`config.mk`:
```
export PLATFORM = sky130hd
export DESIGN_NAME = line_junction_classifier_top
export DESIGN_NICKNAME = d
export VERILOG_FILES = /design/src/hdl/ljc_pkg.sv /design/src/hdl/ljc_step.sv /design/src/hdl/line_junction_classifier_top.sv
export SDC_FILE = /design/constraint.sdc
export NUM_CORES = 1
export LEC_CHECK = 0
export BUFFER_PORTS_ARGS = -buffer_cell sky130_fd_sc_hd__buf_2
export CAP_MARGIN = 30
export CELL_PAD_IN_SITES_DETAIL_PLACEMENT = 1
export CELL_PAD_IN_SITES_GLOBAL_PLACEMENT = 2
export CORE_ASPECT_RATIO = 0.9
export CORE_MARGIN = 4
export CORE_UTILIZATION = 30
export CTS_CLUSTER_SIZE = 14
export DETAILED_ROUTE_END_ITERATION = 7
export HOLD_SLACK_MARGIN = 0.12
export PLACE_DENSITY_LB_ADDON = 0.1
export SLEW_MARGIN = 30
export SYNTH_ARGS = -nofsm -noshare
export SYNTH_HDL_FRONTEND = slang
export SYNTH_SLANG_ARGS = --single-unit
```
`constraint.sdc`:
```
create_clock -name clk_i -period 4.9 [get_ports clk_i]
set_clock_uncertainty 0.15 [all_clocks]
set_input_delay 1.225 -clock clk_i [delete_from_list [all_inputs] [get_ports clk_i]]
set_output_delay 1.225 -clock clk_i [all_outputs]
set_load 0.01 [all_outputs]
```
`src/hdl/ljc_pkg.sv`:
```
// Types, constants and helper functions of the line junction classifier.
`timescale 1ns / 1ps
package ljc_pkg;

  localparam int unsigned COUNT_BITS = 16;
  localparam int unsigned WIDTH_BITS = 4;
  localparam int unsigned LIMIT_BITS = 7;
  localparam int unsigned ERROR_BITS = 8;
  localparam int unsigned MAG_BITS   = ERROR_BITS;
  localparam int unsigned IN_BITS    = 24;
  localparam int unsigned OUT_BITS   = 8;
  localparam int unsigned CFG_IDX_BITS  = 2;
  localparam int unsigned CFG_DATA_BITS = LIMIT_BITS;

  localparam logic [WIDTH_BITS-1:0] MIN_WIDTH_RST  = 4'd2;
  localparam logic [WIDTH_BITS-1:0] MAX_WIDTH_RST  = 4'd4;
  localparam logic [WIDTH_BITS-1:0] WIDE_WIDTH_RST = 4'd5;
  localparam logic [LIMIT_BITS-1:0] ERR_LIMIT_RST  = 7'd9;

  typedef enum logic [CFG_IDX_BITS-1:0] {
    CFG_MIN_WIDTH  = 2'd0,
    CFG_MAX_WIDTH  = 2'd1,
    CFG_WIDE_WIDTH = 2'd2,
    CFG_ERR_LIMIT  = 2'd3
  } cfg_idx_e;

  typedef enum logic [2:0] {
    JCT_NONE   = 3'd0,
    JCT_LEFT_L = 3'd1,
    JCT_RIGHT_L = 3'd2,
    JCT_LEFT_T = 3'd3,
    JCT_RIGHT_T = 3'd4,
    JCT_PLUS   = 3'd5,
    JCT_TWOWAY = 3'd6
  } junction_e;

  typedef struct packed {
    logic [WIDTH_BITS-1:0] min_width;
    logic [WIDTH_BITS-1:0] max_width;
    logic [WIDTH_BITS-1:0] wide_width;
    logic [LIMIT_BITS-1:0] err_limit;
  } cfg_t;

  typedef struct packed {
    logic                        left_seen;
    logic                        right_seen;
    logic [COUNT_BITS-1:0]       left_length;
    logic [COUNT_BITS-1:0]       right_length;
    logic [COUNT_BITS-1:0]       ahead_confidence;
  } track_t;

  typedef struct packed {
    logic                        all_blank;
    logic                        single_line;
    logic [WIDTH_BITS-1:0]       line_width;
    logic                        outer_left;
    logic                        outer_right;
    logic                        middle_hit;
    logic signed [ERROR_BITS-1:0] line_error;
  } frame_t;

  typedef struct packed {
    junction_e junction;
    logic      line_end;
  } result_t;

  // Junction type from the latched branch flags. A lone left branch with the
  // line continuing ahead is reported as a right T, and the mirror likewise.
  function automatic junction_e decide_code(input logic left_seen,
                                            input logic right_seen,
                                            input logic ahead);
    junction_e code;
    code = JCT_NONE;
    if (left_seen && !right_seen) begin
      code = ahead ? JCT_RIGHT_T : JCT_LEFT_L;
    end else if (!left_seen && right_seen) begin
      code = ahead ? JCT_LEFT_T : JCT_RIGHT_L;
    end else if (left_seen && right_seen) begin
      code = ahead ? JCT_PLUS : JCT_TWOWAY;
    end
    return code;
  endfunction

endpackage

```
`src/hdl/ljc_step.sv`:
```
// Next tracking state and result for one sensor frame.
`timescale 1ns / 1ps
module ljc_step
  import ljc_pkg::*;
(
  input  cfg_t    cfg_i,
  input  track_t  track_i,
  input  frame_t  frame_i,
  output track_t  track_o,
  output result_t result_o
);

  logic [MAG_BITS-1:0]   err_mag;
  logic                  clean_line;
  logic [COUNT_BITS-1:0] bound;
  track_t                trk;
  result_t               res;

  assign err_mag = frame_i.line_error[ERROR_BITS-1] ? MAG_BITS'(-frame_i.line_error)
                                                    : MAG_BITS'(frame_i.line_error);

  assign clean_line = frame_i.single_line
                    && (frame_i.line_width <= cfg_i.max_width)
                    && (frame_i.line_width >= cfg_i.min_width)
                    && !frame_i.outer_left && !frame_i.outer_right;

  always_comb begin
    trk          = track_i;
    res.junction = JCT_NONE;
    res.line_end = 1'b0;
    bound        = '0;

    // A blank frame closes an open junction with no line ahead.
    if (frame_i.all_blank && (trk.left_seen || trk.right_seen)) begin
      res.junction         = decide_code(trk.left_seen, trk.right_seen, 1'b0);
      trk.left_seen        = 1'b0;
      trk.right_seen       = 1'b0;
      trk.left_length      = '0;
      trk.right_length     = '0;
      trk.ahead_confidence = '0;
    end

    // Enough clean forward frames past the branch length close it with a line ahead.
    if (clean_line && (trk.left_seen || trk.right_seen)) begin
      bound = trk.left_seen ? trk.left_length : trk.right_length;
      if (trk.ahead_confidence < bound) begin
        trk.ahead_confidence = trk.ahead_confidence + COUNT_BITS'(1);
      end else begin
        res.junction         = decide_code(trk.left_seen, trk.right_seen, 1'b1);
        trk.left_seen        = 1'b0;
        trk.right_seen       = 1'b0;
        trk.left_length      = '0;
        trk.right_length     = '0;
        trk.ahead_confidence = '0;
      end
    end

    if ((frame_i.line_width > cfg_i.wide_width) && frame_i.middle_hit) begin
      if (frame_i.outer_left) begin
        trk.left_seen = 1'b1;
      end
      if (frame_i.outer_right) begin
        trk.right_seen = 1'b1;
      end
    end
    if (frame_i.outer_left && frame_i.outer_right) begin
      trk.left_seen  = 1'b1;
      trk.right_seen = 1'b1;
    end

    if (trk.left_seen && frame_i.outer_left) begin
      trk.left_length = trk.left_length + COUNT_BITS'(1);
    end
    if (trk.right_seen && frame_i.outer_right) begin
      trk.right_length = trk.right_length + COUNT_BITS'(1);
    end

    if (frame_i.all_blank && (err_mag < MAG_BITS'(cfg_i.err_limit))
        && !trk.left_seen && !trk.right_seen) begin
      res.line_end     = 1'b1;
      trk.left_length  = '0;
      trk.right_length = '0;
    end

    track_o  = trk;
    result_o = res;
  end

endmodule

```
`src/hdl/line_junction_classifier_top.sv`:
```
// Top level of the line junction classifier: stream ports, registers and pipeline.
// An accepted request waits in the frame register until the result register is
// free; its result then loads there and is on the output port. Throughput: one
// frame per cycle unless the output stalls; the tracking state is updated in the
// same cycle the result register loads. Reset clears the tracking state, both
// valid flags and the configuration to its defaults (2, 4, 5 and 9).
`timescale 1ns / 1ps
module line_junction_classifier_top
  import ljc_pkg::*;
(
  input  logic                     clk_i,
  input  logic                     rst_ni,
  input  logic                     cfg_we_i,
  input  logic [CFG_IDX_BITS-1:0]  cfg_idx_i,
  input  logic [CFG_DATA_BITS-1:0] cfg_data_i,
  input  logic                     s_axis_tvalid_i,
  output logic                     s_axis_tready_o,
  // all_blank, single_line, line_width[3:0], outer_left, outer_right,
  // middle_hit, line_error[7:0], zero padding
  input  logic [IN_BITS-1:0]       s_axis_tdata_i,
  output logic                     m_axis_tvalid_o,
  input  logic                     m_axis_tready_i,
  // junction[2:0], line_end, zero padding
  output logic [OUT_BITS-1:0]      m_axis_tdata_o
);

  cfg_t    cfg_q;
  track_t  track_q, track_d;
  frame_t  frame_q, frame_in;
  result_t res_q, res_d;
  logic    in_valid_q;
  logic    out_valid_q;
  logic    advance;

  assign frame_in.all_blank   = s_axis_tdata_i[0];
  assign frame_in.single_line = s_axis_tdata_i[1];
  assign frame_in.line_width  = s_axis_tdata_i[5:2];
  assign frame_in.outer_left  = s_axis_tdata_i[6];
  assign frame_in.outer_right = s_axis_tdata_i[7];
  assign frame_in.middle_hit  = s_axis_tdata_i[8];
  assign frame_in.line_error  = s_axis_tdata_i[16:9];

  // The step fires when a frame is held and the result register is free.
  assign advance         = in_valid_q && (!out_valid_q || m_axis_tready_i);
  assign s_axis_tready_o = !in_valid_q || advance;

  always_ff @(posedge clk_i or negedge rst_ni) begin
    if (!rst_ni) begin
      cfg_q.min_width  <= MIN_WIDTH_RST;
      cfg_q.max_width  <= MAX_WIDTH_RST;
      cfg_q.wide_width <= WIDE_WIDTH_RST;
      cfg_q.err_limit  <= ERR_LIMIT_RST;
    end else if (cfg_we_i) begin
      unique case (cfg_idx_e'(cfg_idx_i))
        CFG_MIN_WIDTH:  cfg_q.min_width  <= cfg_data_i[WIDTH_BITS-1:0];
        CFG_MAX_WIDTH:  cfg_q.max_width  <= cfg_data_i[WIDTH_BITS-1:0];
        CFG_WIDE_WIDTH: cfg_q.wide_width <= cfg_data_i[WIDTH_BITS-1:0];
        CFG_ERR_LIMIT:  cfg_q.err_limit  <= cfg_data_i[LIMIT_BITS-1:0];
        default: ;
      endcase
    end
  end

  ljc_step u_step (
    .cfg_i    (cfg_q),
    .track_i  (track_q),
    .frame_i  (frame_q),
    .track_o  (track_d),
    .result_o (res_d)
  );

  always_ff @(posedge clk_i or negedge rst_ni) begin
    if (!rst_ni) begin
      in_valid_q  <= 1'b0;
      out_valid_q <= 1'b0;
      track_q     <= '0;
    end else begin
      if (s_axis_tready_o) begin
        in_valid_q <= s_axis_tvalid_i;
      end
      if (advance) begin
        out_valid_q <= 1'b1;
        track_q     <= track_d;
      end else if (m_axis_tready_i) begin
        out_valid_q <= 1'b0;
      end
    end
  end

  always_ff @(posedge clk_i) begin
    if (s_axis_tready_o && s_axis_tvalid_i) begin
      frame_q <= frame_in;
    end
    if (advance) begin
      res_q <= res_d;
    end
  end

  assign m_axis_tvalid_o = out_valid_q;
  assign m_axis_tdata_o  = {4'b0000, res_q.line_end, res_q.junction};

endmodule

```
Yosys cells after proc, flatten, opt, wreduce, memory -nomap -nowiden

Index checks and enable logic that the tools add are counted.

$add $sub $neg: 4
Order comparisons: 5
Equal/unequal tests: 3
Muxes and demuxes: 25
Reduce and logical (&&, ||, !) cells: 41

Operators with widths:

| operator                                                              | number |
|---|---|
| 50-bit 2-to-1 mux                                                     | 2 |
| 16-bit 2-to-1 mux                                                     | 4 |
| 16-bit by 1-bit adder with 16-bit output, second input constant       | 3 |
| 34-bit 2-to-1 mux                                                     | 1 |
| 32-bit 2-to-1 mux                                                     | 1 |
| 3-bit 2-to-1 mux                                                      | 9 |
| 1-bit logical AND                                                     | 21 |
| 16-bit < comparator                                                   | 1 |
| 1-bit logical NOT                                                     | 10 |
| 8-bit by 7-bit < comparator with 1-bit output                         | 1 |
| 8-bit 2-to-1 mux                                                      | 1 |
| 8-bit negation                                                        | 1 |
| 2-bit AND reduction                                                   | 4 |
| 1-bit 2-to-1 mux                                                      | 5 |
| 2-bit equality test, second input constant                            | 2 |
| 4-bit >= comparator                                                   | 1 |
| 4-bit greater-than comparator                                         | 1 |
| 4-bit less-or-equal comparator                                        | 1 |
| 1-bit logical OR                                                      | 4 |
| 2-bit 2-to-1 mux                                                      | 2 |
| 2-bit by 1-bit equality test with 1-bit output, second input constant | 1 |
| 2-bit logical NOT                                                     | 1 |
| 2-bit nonzero test                                                    | 1 |

Register bits: 92
Bits of input ports: 38
Output and inout port bits: 10
Word-level logic and storage cells: 98

Longest topological paths before layout

Depth after elaboration: 14
Depth in mapped cells: 21
Depth with buffers taken out: 15

Modules after synthesis

From an unflattened synthesis, not the netlist that was laid out.

Cell total of the unflattened synthesis: 610
Area, all modules: 6319.8 um2

By module, submodules not included:

| module                       | times used | cells each | area each (um2) | sequential area each (um2) |
|---|---|---|---|---|
| line_junction_classifier_top | 1          | 182        | 3564.7          | 2414.8 |
| ljc_step                     | 1          | 428        | 2755.1          | 0.0 |

Worst setup path before layout

Ideal clock, no wire load.

Path type: flip-flop to flip-flop
From: register track_q[49] (netlist name)
To: register track_q[28] (netlist name)
Library setup time: 0.124 ns
Data arrival time: 4.608 ns
Required time: 4.626 ns
Slack: 0.018 ns
Cell stages (with the launch flop): 22
Buffers on the path: 7
Period minus slack after synthesis: 4.882 ns
Cells stage by stage: dfrtp_1 > buf_2 > o21ai_0 > buf_2 > clkbuf_1 > buf_2 > buf_2 > nand2_1 > ha_1 > a211oi_1 > o21ai_0 > a221o_1 > o211ai_4 > buf_6 > buf_6 > and3_1 > ha_1 > nand2_1 > nor4b_2 > nand4_1 > and3_1 > o31a_1

Longest elaborated chain between the ends: 14
Elaborated cells on any way between the ends: 21
Those cells by class: add/sub: 1; order compare: 1; mux: 10; reduce/logical: 9

Ends and longest elaborated chain:

| what                                                                             | line                               | RTL |
|---|---|---|
| start, declared                                                                  | line_junction_classifier_top.sv:28 | `track_t track_q, track_d;` |
| start signal, assigned                                                           | line_junction_classifier_top.sv:83 | `track_q <= track_d;` |
| 1-bit logical OR                                                                 | ljc_step.sv:34                     | `if (frame_i.all_blank && (trk.left_seen \|\| trk.right_seen)) begin` |
| 1-bit logical AND                                                                | ljc_step.sv:34                     |  |
| 50-bit 2-to-1 mux (*)                                                            | ljc_step.sv:34                     |  |
| 16-bit 2-to-1 mux                                                                | ljc_step.sv:45                     | `bound = trk.left_seen ? trk.left_length : trk.right_length;` |
| 16-bit < comparator                                                              | ljc_step.sv:46                     | `if (trk.ahead_confidence < bound) begin` |
| 34-bit 2-to-1 mux                                                                | ljc_step.sv:46                     |  |
| 50-bit 2-to-1 mux (*)                                                            | ljc_step.sv:44                     | `if (clean_line && (trk.left_seen \|\| trk.right_seen)) begin` |
| branches (longest 6 deep; another with 16-bit by 1-bit adder with 16-bit output) | --                                 |  |
| 32-bit 2-to-1 mux (*)                                                            | ljc_step.sv:78                     | `if (frame_i.all_blank && (err_mag < MAG_BITS'(cfg_i.err_limit))` |

Mark *: on every way between the ends.
A chain may end at the register's enable or synchronous reset.

Final worst setup path

From: register track_q[48] (netlist name)
To: register track_q[28] (netlist name)

The elaborated chain is that of the path after synthesis.

==> metrics.cfg <==
[placement]
place.port_buffers=36
dp_worst_setup_slack_ns=0.3898
gp_routability_congestion=0.7972
place.detailed.hpwl_um=13230
placement.cell_area_um2=6648

[floorplan]
effective_utilization_at_floorplan=0.3081
fp.dieArea_um2=23020
die_y_um=144.3
core_area_um2=20110
die_w_um=159.5
fp-row-count=49
ioPinCount=48

[grt]
antenna_found_initial=0
pin_count_of_the_biggest_net_entering_global_routing=72
grt_first_pass_wirelength_um=30660
grt_most_used_layer=met2
overflow=0
grt_pass1_vias=5537
grt_util_met3=0.02622
grtUsageMet2=0.2698
grt_util_met1=0.2411
grt.total_usage=0.1687

[synth]
yosys_most_used_dff=sky130_fd_sc_hd__dfrtp_1
number_of_enable_flip_flop_cells_after_synthesis=21
syn_inst=666
asyncSetResetFlopFracSynth=0.7717
synth.yosys.seq_area_share=0.3898
postSynthAreaPerCell_um2=9.301
yosysWarnings=0
unique_masters_post_synth=70
cell_area_after_synthesis_um2=6195
synth-seq-cells=92

[clocking]
cts_num_sinks=92
cts_tree=yes
holdBufCountCts=0
cts-root-buf=sky130_fd_sc_hd__clkbuf_16
cts_max_path_buffers=2
path_clk_slew_ns=0.07
post_cts_resize_count=0
clk_latency_ns=0.35
cts_inserted_buffers=9
number_of_buffers_added_for_setup_after_cts=0
cts_htree_levels=3

[drt]
routed_wire_length_per_instance_um=19.67
drtIter0Drc=243
residual_antenna_violating_net_count_after_detailed_routing=0
via_per_inst=5.485
postRouteWirelength_um=18710
drt_drc_violations_left=0
via_count=5216
drt_pass1_iterations=4

[setup_path]
timing.critical_path.arrival_ns=4.55
timing.critical_path.from_type=flop
critical_path.startpoint=track_q[48]$_DFFE_PN0P_
r2r_start=track_q[48]$_DFFE_PN0P_
regToRegSetupSlack_ns=0.43
critPathCaptureType=flop
worstPathMaxFanout=30
timing.critical_path.required_ns=4.98
worstSetupPathType=flop to flop
rr_endpoint=track_q[28]$_DFFE_PN0P_
rr_worst_depth=16

[run_status]
status=finished clean

[timing]
worst-slew-pin-transition_ns=0.8860
post-route-min-period_ns=4.469
setup_total_negative_slack_ns=0
clock.fmax_mhz=223.8
timing.final.crit_share=0.9121
finalSetupViolCount=0
max-slew-margin-rel=0.4066
hold_violations=0
grt_setup_unrepaired=false
timing.final.max_slew_violations=0
setup_ws_ns=0.4308

[final_layout]
final.fill_count=2362
share_of_cells_above_drive_strength_1=0.1695
n_antenna_cell=0
area.growth.synth_to_final_pct=12.87
layout.cells.most_common=sky130_fd_sc_hd__nand2_1
most-common-layout-cells=sky130_fd_sc_hd__nand2_1, sky130_fd_sc_hd__dfrtp_1, sky130_fd_sc_hd__inv_1, sky130_fd_sc_hd__ha_1, sky130_fd_sc_hd__buf_2
fin_area_um2=6992
final_net_count=766

[worst_hold_path]
hold_path.class=flop to flop
min_to=track_q[29]$_DFFE_PN0P_
hold_depth=1
timing.hold.worst.start=track_q[29]$_DFFE_PN0P_

[power_and_ir_drop]
power_per_cell_area_nw_per_um2=399.1
power.static_leakage_nw=2.887
irDropWorstVdd_v=0.0001668

[flow_run]
maxCapViolCount=0

-- Yosys cell counts, types with 3 or more instances --
| master | n | share of area |
|---|---|---|
| sky130_fd_sc_hd__buf_4 | 7 | 0.0085 |
| sky130_fd_sc_hd__a31o_2 | 3 | 0.0042 |
| sky130_fd_sc_hd__nor3_1 | 4 | 0.0032 |
| sky130_fd_sc_hd__buf_2 | 8 | 0.0065 |
| sky130_fd_sc_hd__o31a_1 | 3 | 0.0042 |
| sky130_fd_sc_hd__a41oi_1 | 6 | 0.0085 |
| sky130_fd_sc_hd__a211oi_1 | 7 | 0.0085 |
| sky130_fd_sc_hd__nor3b_1 | 4 | 0.0048 |
| sky130_fd_sc_hd__and2_1 | 23 | 0.023 |
| sky130_fd_sc_hd__buf_6 | 3 | 0.0055 |
| sky130_fd_sc_hd__dfrtp_1 | 65 | 0.26 |
| sky130_fd_sc_hd__o22ai_1 | 6 | 0.0061 |
| sky130_fd_sc_hd__nand2b_1 | 10 | 0.010 |
| sky130_fd_sc_hd__buf_1 | 4 | 0.0024 |
| sky130_fd_sc_hd__a21oi_1 | 14 | 0.011 |
| sky130_fd_sc_hd__mux2_2 | 28 | 0.051 |
| sky130_fd_sc_hd__inv_1 | 39 | 0.024 |
| sky130_fd_sc_hd__o311ai_1 | 6 | 0.0085 |
| sky130_fd_sc_hd__dfstp_2 | 6 | 0.025 |
| sky130_fd_sc_hd__nand4b_1 | 8 | 0.011 |
| sky130_fd_sc_hd__clkbuf_1 | 19 | 0.012 |
| sky130_fd_sc_hd__xnor2_1 | 5 | 0.0071 |
| sky130_fd_sc_hd__nand4_1 | 31 | 0.031 |
| sky130_fd_sc_hd__o2111ai_1 | 3 | 0.0042 |
| sky130_fd_sc_hd__and3_1 | 21 | 0.021 |
| sky130_fd_sc_hd__a31oi_1 | 26 | 0.026 |
| sky130_fd_sc_hd__nand3_1 | 34 | 0.027 |
| sky130_fd_sc_hd__o211ai_1 | 8 | 0.0097 |
| sky130_fd_sc_hd__o21ai_0 | 28 | 0.023 |
| sky130_fd_sc_hd__edfxtp_1 | 21 | 0.10 |
| sky130_fd_sc_hd__o31ai_1 | 4 | 0.0048 |
| sky130_fd_sc_hd__nand2_1 | 82 | 0.050 |
| sky130_fd_sc_hd__nor4_1 | 5 | 0.0050 |
| sky130_fd_sc_hd__mux2i_1 | 7 | 0.011 |
| sky130_fd_sc_hd__a221o_1 | 3 | 0.0048 |
| sky130_fd_sc_hd__nand3b_1 | 6 | 0.0073 |
| sky130_fd_sc_hd__nor2_1 | 22 | 0.013 |
| sky130_fd_sc_hd__ha_1 | 37 | 0.075 |
| sky130_fd_sc_hd__o32ai_1 | 3 | 0.0042 |
| sky130_fd_sc_hd__and4_1 | 4 | 0.0057 |
| sky130_fd_sc_hd__a21o_1 | 6 | 0.0073 |
-- registers in the layout, indices dropped and copies added, names as in the netlist --
| name | cells |
|---|---|
| cfg_q | 19 |
| frame_q | 17 |
| in_valid_q | 1 |
| m_axis_tdata_o | 4 |
| m_axis_tvalid_o | 1 |
| track_q | 50 |
-- worst max-delay path, cell delays in order (launching register included) --
cell,delay [ns]
sky130_fd_sc_hd__dfrtp_1,0.48
sky130_fd_sc_hd__o21ai_4,0.39
sky130_fd_sc_hd__buf_12,0.24
sky130_fd_sc_hd__nand2_1,0.09
sky130_fd_sc_hd__ha_1,0.31
sky130_fd_sc_hd__a211oi_1,0.27
sky130_fd_sc_hd__o21ai_0,0.13
sky130_fd_sc_hd__a221o_1,0.44
sky130_fd_sc_hd__o211ai_4,0.35
sky130_fd_sc_hd__and3_1,0.21
sky130_fd_sc_hd__ha_1,0.21
sky130_fd_sc_hd__nand2_1,0.09
sky130_fd_sc_hd__nor4b_2,0.21
sky130_fd_sc_hd__buf_4,0.19
sky130_fd_sc_hd__nand4_1,0.13
sky130_fd_sc_hd__and3_1,0.20
sky130_fd_sc_hd__o31a_1,0.23
-- through the flow --
stage	std cells	power (W)	utilization	hold WS, ns
6_report	951	0.002790	0.3477	0.3062
5_1_grt	951	0.003003	0.3477	0.3424
4_1_cts	950	0.002830	0.3469	0.3133
3_5_place_dp	934	0.002033	0.3306	0.3036
3_3_place_gp	934	0.001988	0.3304	0.2905
2_1_floorplan	669	0.001717	-	0.2738
-- routing by layer --
layer  vias up  routed length [µm]
met5         -                   0
met4         0                 176
met3        11                 465
met2        59                8267
met1      2603                9800
li1       2543                   -
-- area by class of cell --
class                           count  area [µm²]  area share
Inverter                           39       146.4     0.02094
Tap cell                          255       319.1     0.04563
Clock inverter                      4       51.30    0.007337
Clock buffer                       12       277.8     0.03973
Multi-Input combinational cell    497        3443      0.4925
Timing Repair Buffer               52       339.1     0.04850
Sequential cell                    92        2415      0.3454
-- power breakdown --
part / switching, W / internal [W]
sequential: 0.000182 / 0.000934
clock: 0.000317 / 0.000456
combinational: 0.000523 / 0.000378
-- how the worst max path moves through the flow --
stage / endpoint / slack, ns / depth (start not counted)
finish: track_q[28]$_DFFE_PN0P_ / 0.43 / 16
detailed placement: track_q[28]$_DFFE_PN0P_ / 0.39 / 16
global placement: track_q[28]$_DFFE_PN0P_ / 0.52 / 16
floorplan: track_q[28]$_DFFE_PN0P_ / 0.02 / 21
CTS: track_q[28]$_DFFE_PN0P_ / 0.36 / 16
global route: track_q[28]$_DFFE_PN0P_ / 0.02 / 16
-- cells by family after synthesis --
logic type,after synthesis,share of synthesized area
xor+xnor,5,0.007069
mux,36,0.06403
flops,92,0.3898
compound gates,148,0.1725
fa+ha+maj,37,0.07473
other cells,1,0.0006054
simple gates,267,0.2333
buf+inv,80,0.05797
(Power assumes the default switching activity.)
